<file path="config.mk">
export PLATFORM = sky130hd
export DESIGN_NAME = nkps_back
export DESIGN_NICKNAME = d
export VERILOG_FILES = /design/src/hdl/nkps_pkg.sv /design/src/hdl/nkps_back.sv
export SDC_FILE = /design/constraint.sdc
export NUM_CORES = 2
export LEC_CHECK = 0
export BUFFER_PORTS_ARGS = -buffer_cell sky130_fd_sc_hd__buf_2
export CAP_MARGIN = 25
export CORE_MARGIN = 4
export CORE_UTILIZATION = 35
export CTS_CLUSTER_DIAMETER = 40
export DETAILED_ROUTE_END_ITERATION = 6
export PLACE_DENSITY_LB_ADDON = 0.1
export SYNTH_ARGS = -nofsm -noshare
export SYNTH_HDL_FRONTEND = slang
export SYNTH_SLANG_ARGS = --single-unit
</file>
<file path="constraint.sdc">
create_clock -name clk -period 16.4 [get_ports clk]
set_clock_uncertainty 0.1 [all_clocks]
set_input_delay 1.64 -clock clk [delete_from_list [all_inputs] [get_ports clk]]
set_output_delay 1.64 -clock clk [all_outputs]
set_load 0.02 [all_outputs]
</file>
<file path="src/hdl/nkps_pkg.sv">
`timescale 1ns / 1ps
package nkps_pkg;
  localparam int RecordBits = 32;
  localparam int KindBits = 8;
  localparam int MapBits = 16;

  // configuration register indexes
  typedef enum logic [2:0] {
    REG_TARGET_EAST  = 3'd0,
    REG_TARGET_NORTH = 3'd1,
    REG_RADIUS       = 3'd2,
    REG_WIN_WEST     = 3'd3,
    REG_WIN_EAST     = 3'd4,
    REG_WIN_SOUTH    = 3'd5,
    REG_WIN_NORTH    = 3'd6,
    REG_KEEP_COUNT   = 3'd7
  } reg_index_t;
endpackage

</file>
<file path="src/hdl/nkps_back.sv">
`timescale 1ns / 1ps
// back part: sorted insertion list, one shift step per record, and the report
module nkps_back #(
  parameter int KEEP_DEPTH = 16,
  parameter int COORD_BITS = 24
) (
  input  logic                           clk,
  input  logic                           rst,
  input  logic                           in_valid,
  output logic                           in_ready,
  input  logic [nkps_pkg::RecordBits-1:0] in_id,
  input  logic [COORD_BITS-1:0]          in_east,
  input  logic [COORD_BITS-1:0]          in_north,
  input  logic [nkps_pkg::KindBits-1:0]  in_kind,
  input  logic [nkps_pkg::MapBits-1:0]   in_map,
  input  logic [2*COORD_BITS+1:0]        in_dist,
  input  logic                           in_pass,
  input  logic                           in_last,
  input  logic [4:0]                     keep_count,
  output logic                           out_valid,
  input  logic                           out_ready,
  output logic [nkps_pkg::RecordBits-1:0] out_id,
  output logic [COORD_BITS-1:0]          out_east,
  output logic [COORD_BITS-1:0]          out_north,
  output logic [nkps_pkg::KindBits-1:0]  out_kind,
  output logic [nkps_pkg::MapBits-1:0]   out_map,
  output logic [2*COORD_BITS+1:0]        out_dist,
  output logic                           out_none,
  output logic                           out_last
);
  localparam int DB = 2 * COORD_BITS + 2;
  localparam int EB = nkps_pkg::RecordBits + 2 * COORD_BITS + nkps_pkg::KindBits +
                      nkps_pkg::MapBits;
  localparam int CB = $clog2(KEEP_DEPTH + 1);
  localparam int IB = (KEEP_DEPTH > 1) ? $clog2(KEEP_DEPTH) : 1;

  typedef enum logic [1:0] {S_TAKE, S_REPORT, S_NONE} state_t;

  state_t            state;
  logic [EB-1:0]     ent [KEEP_DEPTH];
  logic [DB-1:0]     dst [KEEP_DEPTH];
  logic [CB-1:0]     total;
  logic [CB-1:0]     rd;
  logic [CB-1:0]     limit;
  logic [CB-1:0]     slot;
  logic [EB-1:0]     new_ent;
  logic              take, do_ins, grow;
  logic              out_full;
  logic              load;
  logic [IB-1:0]     rd_ix;

  assign limit = (keep_count == 5'd0) ? CB'(1) :
                 ((32'(keep_count) > KEEP_DEPTH) ? CB'(KEEP_DEPTH) : CB'(keep_count));
  assign grow = total < limit;
  assign new_ent = {in_id, in_east, in_north, in_kind, in_map};
  assign in_ready = (state == S_TAKE);
  assign take = in_valid && in_ready;
  assign do_ins = take && in_pass &&
                  (grow || (total != '0 && in_dist < dst[IB'(total - CB'(1))]));
  // slot the new entry fills before shifting: end of list
  assign slot = grow ? total : total - CB'(1);
  assign out_valid = out_full;
  assign rd_ix = rd[IB-1:0];
  // output register takes a new result
  assign load = (state inside {S_REPORT, S_NONE}) && (!out_full || out_ready);

  // parallel compare and shift of every list entry
  always_ff @(posedge clk) begin
    for (int i = 0; i < KEEP_DEPTH; i++) begin
      if (do_ins && CB'(i) <= slot) begin
        if (i > 0 && dst[i-1] > in_dist && CB'(i - 1) < slot + CB'(0)) begin
          ent[i] <= ent[i-1];
          dst[i] <= dst[i-1];
        end else if (CB'(i) == slot || dst[i] > in_dist) begin
          ent[i] <= new_ent;
          dst[i] <= in_dist;
        end
      end
    end
  end

  // control and report sequencing
  always_ff @(posedge clk) begin
    if (rst) begin
      state <= S_TAKE;
      total <= '0;
      rd <= '0;
      out_full <= 1'b0;
    end else begin
      if (load) out_full <= 1'b1;
      else if (out_ready) out_full <= 1'b0;
      case (state)
        S_TAKE: begin
          if (take) begin
            if (do_ins && grow) total <= total + CB'(1);
            if (in_last) begin
              rd <= '0;
              state <= ((total == '0) && !do_ins) ? S_NONE : S_REPORT;
            end
          end
        end
        S_REPORT: begin
          if (load) begin
            {out_id, out_east, out_north, out_kind, out_map} <= ent[rd_ix];
            out_dist <= dst[rd_ix];
            out_none <= 1'b0;
            out_last <= (rd + CB'(1) == total);
            rd <= rd + CB'(1);
            if (rd + CB'(1) == total) begin
              total <= '0;
              state <= S_TAKE;
            end
          end
        end
        S_NONE: begin
          if (load) begin
            out_id <= '0; out_east <= '0; out_north <= '0; out_kind <= '0;
            out_map <= '0; out_dist <= '0;
            out_none <= 1'b1;
            out_last <= 1'b1;
            state <= S_TAKE;
          end
        end
        default: state <= S_TAKE;
      endcase
    end
  end
endmodule

</file>
# Word level (Yosys, flattened, before mapping)
# Memory sizes are Yosys's and may differ from the RTL's. A register that Yosys moved wholly into a read port is not among the register bits.
# Index checks and enable logic that the tools add are counted.
# totals
register_bits,169
ram_bits,2464
input_bits,165
output_inout_bits,158
elab_cells,377
n_memories,2
# memory_table
name,depth,width,rd,rd_clocked_by_memory_dff,wr,line,source
ent,16,104,16,1,16,nkps_back.sv:40,logic [EB-1:0] ent [KEEP_DEPTH];
dst,16,50,18,1,16,nkps_back.sv:41,logic [DB-1:0] dst [KEEP_DEPTH];
# classes
n_addsub,3
order_cmp,50
eq_ne,24
n_mux,185
bitwise_logic,31
n_reduce_logical,70
# op_table
op,n
104-bit two-way mux,15
50-bit two-way mux,17
50-bit greater-than comparator,16
1-bit two-way mux,113
50-bit case mux with 2 select lines,1
24-bit case mux with 2 select lines,2
24-bit two-way mux,3
32-bit two-way mux,2
32-bit case mux with 2 select lines,1
50-bit less-than comparator,1
5-bit two-way mux,10
"4-bit by 5-bit equality test with 1-bit output, first input constant",8
"4-bit by 5-bit <= comparator with 1-bit output, first input constant",8
1-bit logical AND,38
"4-bit by 5-bit less-than comparator with 1-bit output, first input constant",7
16-bit two-way mux,2
16-bit case mux with 2 select lines,1
1-bit OR,30
"3-bit by 5-bit equality test with 1-bit output, first input constant",4
"3-bit by 5-bit <= comparator with 1-bit output, first input constant",4
"3-bit by 5-bit less-than comparator with 1-bit output, first input constant",4
5-bit case mux with 2 select lines,2
1-bit logical OR,18
4-bit two-way mux,4
28 further kinds,52

# Logic depth before layout (Yosys ltp)
# depth
depth_word,12
mapped_depth,25

# Worst setup path after synthesis
# OpenSTA, ideal clock, no wires.
# synth_path
path_kind,register to register
from,register total[0]
to,"memory dst[2][0] (netlist name), enable pin"
setup_time_ns,0.944
arrival_time_ns,16.498
setup_slack_ns,-1.141
stages_incl_launch_ff,19
path_cell_list,dfxtp_1 buf_2 clkbuf_1 inv_1 ha_1 clkbuf_1 xnor2_1 clkbuf_1 buf_1 mux4_2 inv_1 ha_1 a21oi_1 nor2b_1 or4_1 a211oi_1 a31oi_2 buf_4 a311oi_1
# synth_rtl
element,line,source
start: declaration,nkps_back.sv:42,logic [CB-1:0] total;
start signal: assignment,nkps_back.sv:95,if (do_ins && grow) total <= total + CB'(1);
end: declaration,nkps_back.sv:41,

==> results.sh <==
export IMPL_routed_via_count=96420
export IMPL_syn_num_nets=10360
export IMPL_hp_start="state[0]"
export IMPL_yosys_warnings=0
export IMPL_dpl_hpwl_mm=360.1
export IMPL_synth_area_um2=154000
export IMPL_ios=323
export IMPL_clock_fmax_ghz=0.09808
export IMPL_worstPathArrival_ps=10740
export IMPL_leakage_nw=61.90
export IMPL_slew_headroom_pct=23.12
export IMPL_synth_top_cell_area_share_pct=51.09
export IMPL_syn2layout_area_growth_pct=17.10
export IMPL_num_fill_cells=39410
export IMPL_hold_path_end="state[0]"
export IMPL_final_max_slew_viol_count=0
export IMPL_finish_net_count=10790
export IMPL_gp_congestion=0.9019
export IMPL_num_rows=243
export IMPL_rsz0062_at_grt="false"
export IMPL_synth_area_top_cells="edfxtp_1 51%, mux4_2 15%, mux2_2 13%"
export IMPL_grt_first_pass_wirelength_mm=818.7
export IMPL_reg2reg_to="ent[15][60]"
export IMPL_crit_type="reg2reg"
export IMPL_die_w_um=671.3
export IMPL_port_buffers=322
export IMPL_start_util_pct=35.15
export IMPL_worst_path_max_delay_cell="dfxtp_4"
export IMPL_grt_antenna_before_repair=85
export IMPL_end_kind="flip-flop"
export IMPL_critical_path_top_delay_family="buffers and inverters"
export IMPL_worstRegToRegCells=21
export IMPL_dpl_cell_count=15100
export IMPL_drive_above_1_share_pct=44.17
export IMPL_avgRoutedWirePerCell_um=36.39
export IMPL_synthCells=9333
export IMPL_final_setup_viol_count=0
export IMPL_grt_overflow_total=0
export IMPL_post_cts_buffers=0
export IMPL_cts_sinks=2637
export IMPL_crit_chain="inv_1 -> ha_4 -> buf_4 -> buf_4 -> buf_16 -> mux4_2 -> mux4_2 -> inv_1 -> ha_1 -> nand3_1 -> nor3_1 -> buf_4 -> nand4_1 -> nor4_1 -> buf_4 -> a211oi_1 -> a31o_1 -> o21a_4 -> buf_4 -> buf_4 -> buf_4"
export IMPL_worstMarginPinSlew_ps=1151
export IMPL_cts_made_buffers=543
export IMPL_required_ps=16940
export IMPL_clkSlewWorstSetupHoldPaths_ps=50
export IMPL_synth_flop_cell="edfxtp_1"
export IMPL_cts_resized=0
export IMPL_outcome="finished clean"
export IMPL_drt_first_pass_iters=5
export IMPL_crit_fanout=45
export IMPL_ctsHoldBuffers=0
export IMPL_max_stage_delay_ps=880
export IMPL_power_density_nw_per_um2=115.4
export IMPL_hp_class="reg2reg"
export IMPL_drc=0
export IMPL_synth_avg_cell_area_um2=16.50
export IMPL_die_h_um=671.3
export IMPL_async_flop_share_pct=0
export IMPL_path_buf_inv=10
export IMPL_ctsLongestPathBuffers=4
export IMPL_routed_wl_mm=586.4
export IMPL_synth_edf_count=2620
export IMPL_drtAntennaViolNets=0
export IMPL_ys_seq_elements=2637
export IMPL_yosysSeqAreaShare_pct=51.31
export IMPL_root_buffer="clkbuf_16"
export IMPL_fin_crit_sh_pct=62.17
export IMPL_drtIter0Drc=8834
export IMPL_final_hold_violation_count=0
export IMPL_worstHoldPathCells=2
export IMPL_htree_num_levels=6
export IMPL_yosys_area_top_type="edfxtp_1"
export IMPL_yosysUniqueCellTypes=86
export IMPL_cp_start_kind="flip-flop"
export IMPL_rrSetupSlack_ps=6200
export IMPL_grt_max_degree=131
export IMPL_post_route_min_period_ps=10200
export IMPL_stdcell_count=16110
export IMPL_clk_latency_ps=1040
export IMPL_track_usage_pct=25.38
export IMPL_drv_cap=0
export IMPL_grt_pass1_vias=99670
export IMPL_die_area_um2=450700
export IMPL_fin_setup_tns_ps=0
export IMPL_cp_common_cell="buf_4"
export IMPL_via_per_inst=5.983
export IMPL_cts_tree="yes"
export IMPL_fp_coreArea_um2=438100
export IMPL_ir_drop_v=0.0001021
export IMPL_r2r_start="total[0]"
stage by stage:
step	util, %	area [um2]	hold slack [ps]	worst slack [ps]	total power [mW]
CTS	41.12	180200	380.2	5909	21.03
floorplan	-	154000	342.5	2861	9.071
finish	41.16	180300	383.7	6205	20.81
global route	41.15	180300	401.6	5941	21.51
global placement	36.93	161800	364.2	5368	9.834
detailed placement	36.97	162000	373.9	5967	9.852
placed cells by master, fill, tap and decap left out, types with 12 or more instances in the layout:
cell type   instances
a211oi_1           39
a21o_1            169
a21oi_1           269
a221oi_1           15
and3_1             13
and4_1             41
buf_12             26
buf_2             325
buf_4             194
bufinv_16          60
clkbuf_1           60
clkbuf_16         554
clkinv_1           75
clkinv_2           93
clkinv_4           38
clkinv_8           12
clkinvlp_4         43
dfxtp_1            12
diode_2            30
edfxtp_1         2620
ha_1              857
inv_1             157
inv_6              30
mux2_1            289
mux2_2           1714
mux2_4            309
mux4_2           1020
nand2_1           171
nand2b_1           19
nand3_1            78
nand4_1           123
nor2_1            109
nor2b_1           178
nor3_1             42
nor4_1             20
o211ai_1           17
o21a_1             20
o21ai_0           136
o31ai_1            14
cell families (layout without fill, tap and decap cells):
| logic type | after synthesis | after routing | synth area share (%) |
|---|---|---|---|
| xor gates and xnor gates | 12 | 12 | 0.07313 |
| buffers and inverters | 826 | 1697 | 2.649 |
| AOI/OAI and AO/OA | 817 | 817 | 3.411 |
| and+or+nand+nor | 845 | 845 | 2.970 |
| DFF | 2637 | 2637 | 51.31 |
| muxes | 3337 | 3337 | 32.61 |
| other | 0 | 30 | 0 |
| adders and majority gates | 859 | 859 | 6.979 |
area by class of cell:
type | instances | area [um2] | share of cell area, %
Antenna cell | 30 | 75.07 | 0.04163
Clock buffer | 615 | 14100 | 7.820
Clock inverter | 370 | 4086 | 2.266
Inverter | 157 | 589.3 | 0.3268
Multi-Input combinational cell | 5870 | 71290 | 39.53
Sequential cell | 2637 | 79030 | 43.83
Tap cell | 5880 | 7357 | 4.080
Timing Repair Buffer | 555 | 3791 | 2.102
state kept, by name, indices dropped and copies added, names as in the netlist, named ones only:
| signal | count |
|---|---|
| dst | 800 |
| ent | 1664 |
| out_dist | 50 |
| out_east | 24 |
| out_id | 32 |
| out_kind | 8 |
| out_last | 1 |
| out_map | 16 |
| out_none | 1 |
| out_north | 24 |
| out_valid | 1 |
| rd | 5 |
| state | 2 |
| total | 5 |
synth_stat cells, types with 79 or more instances:
cell type,number
edfxtp_1,2620
mux2_2,1714
mux4_2,1020
ha_1,859
clkbuf_1,328
mux2_4,309
mux2_1,289
a21oi_1,277
nor2b_1,179
nand2_1,171
a21o_1,169
inv_1,157
o21ai_0,137
buf_2,134
nand4_1,123
nor2_1,109
nand3_1,80
buf_1,79
how the worst max path moves through the flow:
stage                     startpoint           to  slack [ps]  cells past startpoint
after floorplan             total[0]   dst[14][0]        2860                     19
final                       total[0]  ent[15][60]        6200                     21
after CTS                   total[0]   ent[4][90]        5910                     19
after global routing        total[0]  ent[15][43]        5940                     19
after global placement      total[0]  ent[15][62]        5370                     18
after detailed placement    total[0]   ent[4][90]        5970                     19
worst register-to-register path, cell delays in order (launching register included):
cell and delay, ps:
dfxtp_4 880, inv_1 360, ha_4 730, buf_4 510, buf_4 550, buf_16 310
mux4_2 450, mux4_2 510, inv_1 90, ha_1 240, nand3_1 140, nor3_1 70
buf_4 170, nand4_1 250, nor4_1 140, buf_4 160, a211oi_1 400, a31o_1 660
o21a_4 810, buf_4 840, buf_4 760, buf_4 640
layer usage:
metal  GRT usage [%]  share of wire (%)  vias up  routed length [um]
li1                -                  -    39460                   -
met1           34.48                 43    52200              251500
met2           41.54                 48     3718              279500
met3           3.972                5.8     1018               33990
met4           8.332                3.6       28               21210
met5               0              0.027        -                 159
report_power, final:
part / total [mW] / internal, mW / leakage [nW] / switching, mW
Sequential: 7.76 / 7.63 / 23.8 / 0.132
Combinational: 1.96 / 0.755 / 29.3 / 1.21
Clock: 11.1 / 7.15 / 8.80 / 3.93
Note: power is estimated with default switching activity, not from simulation.
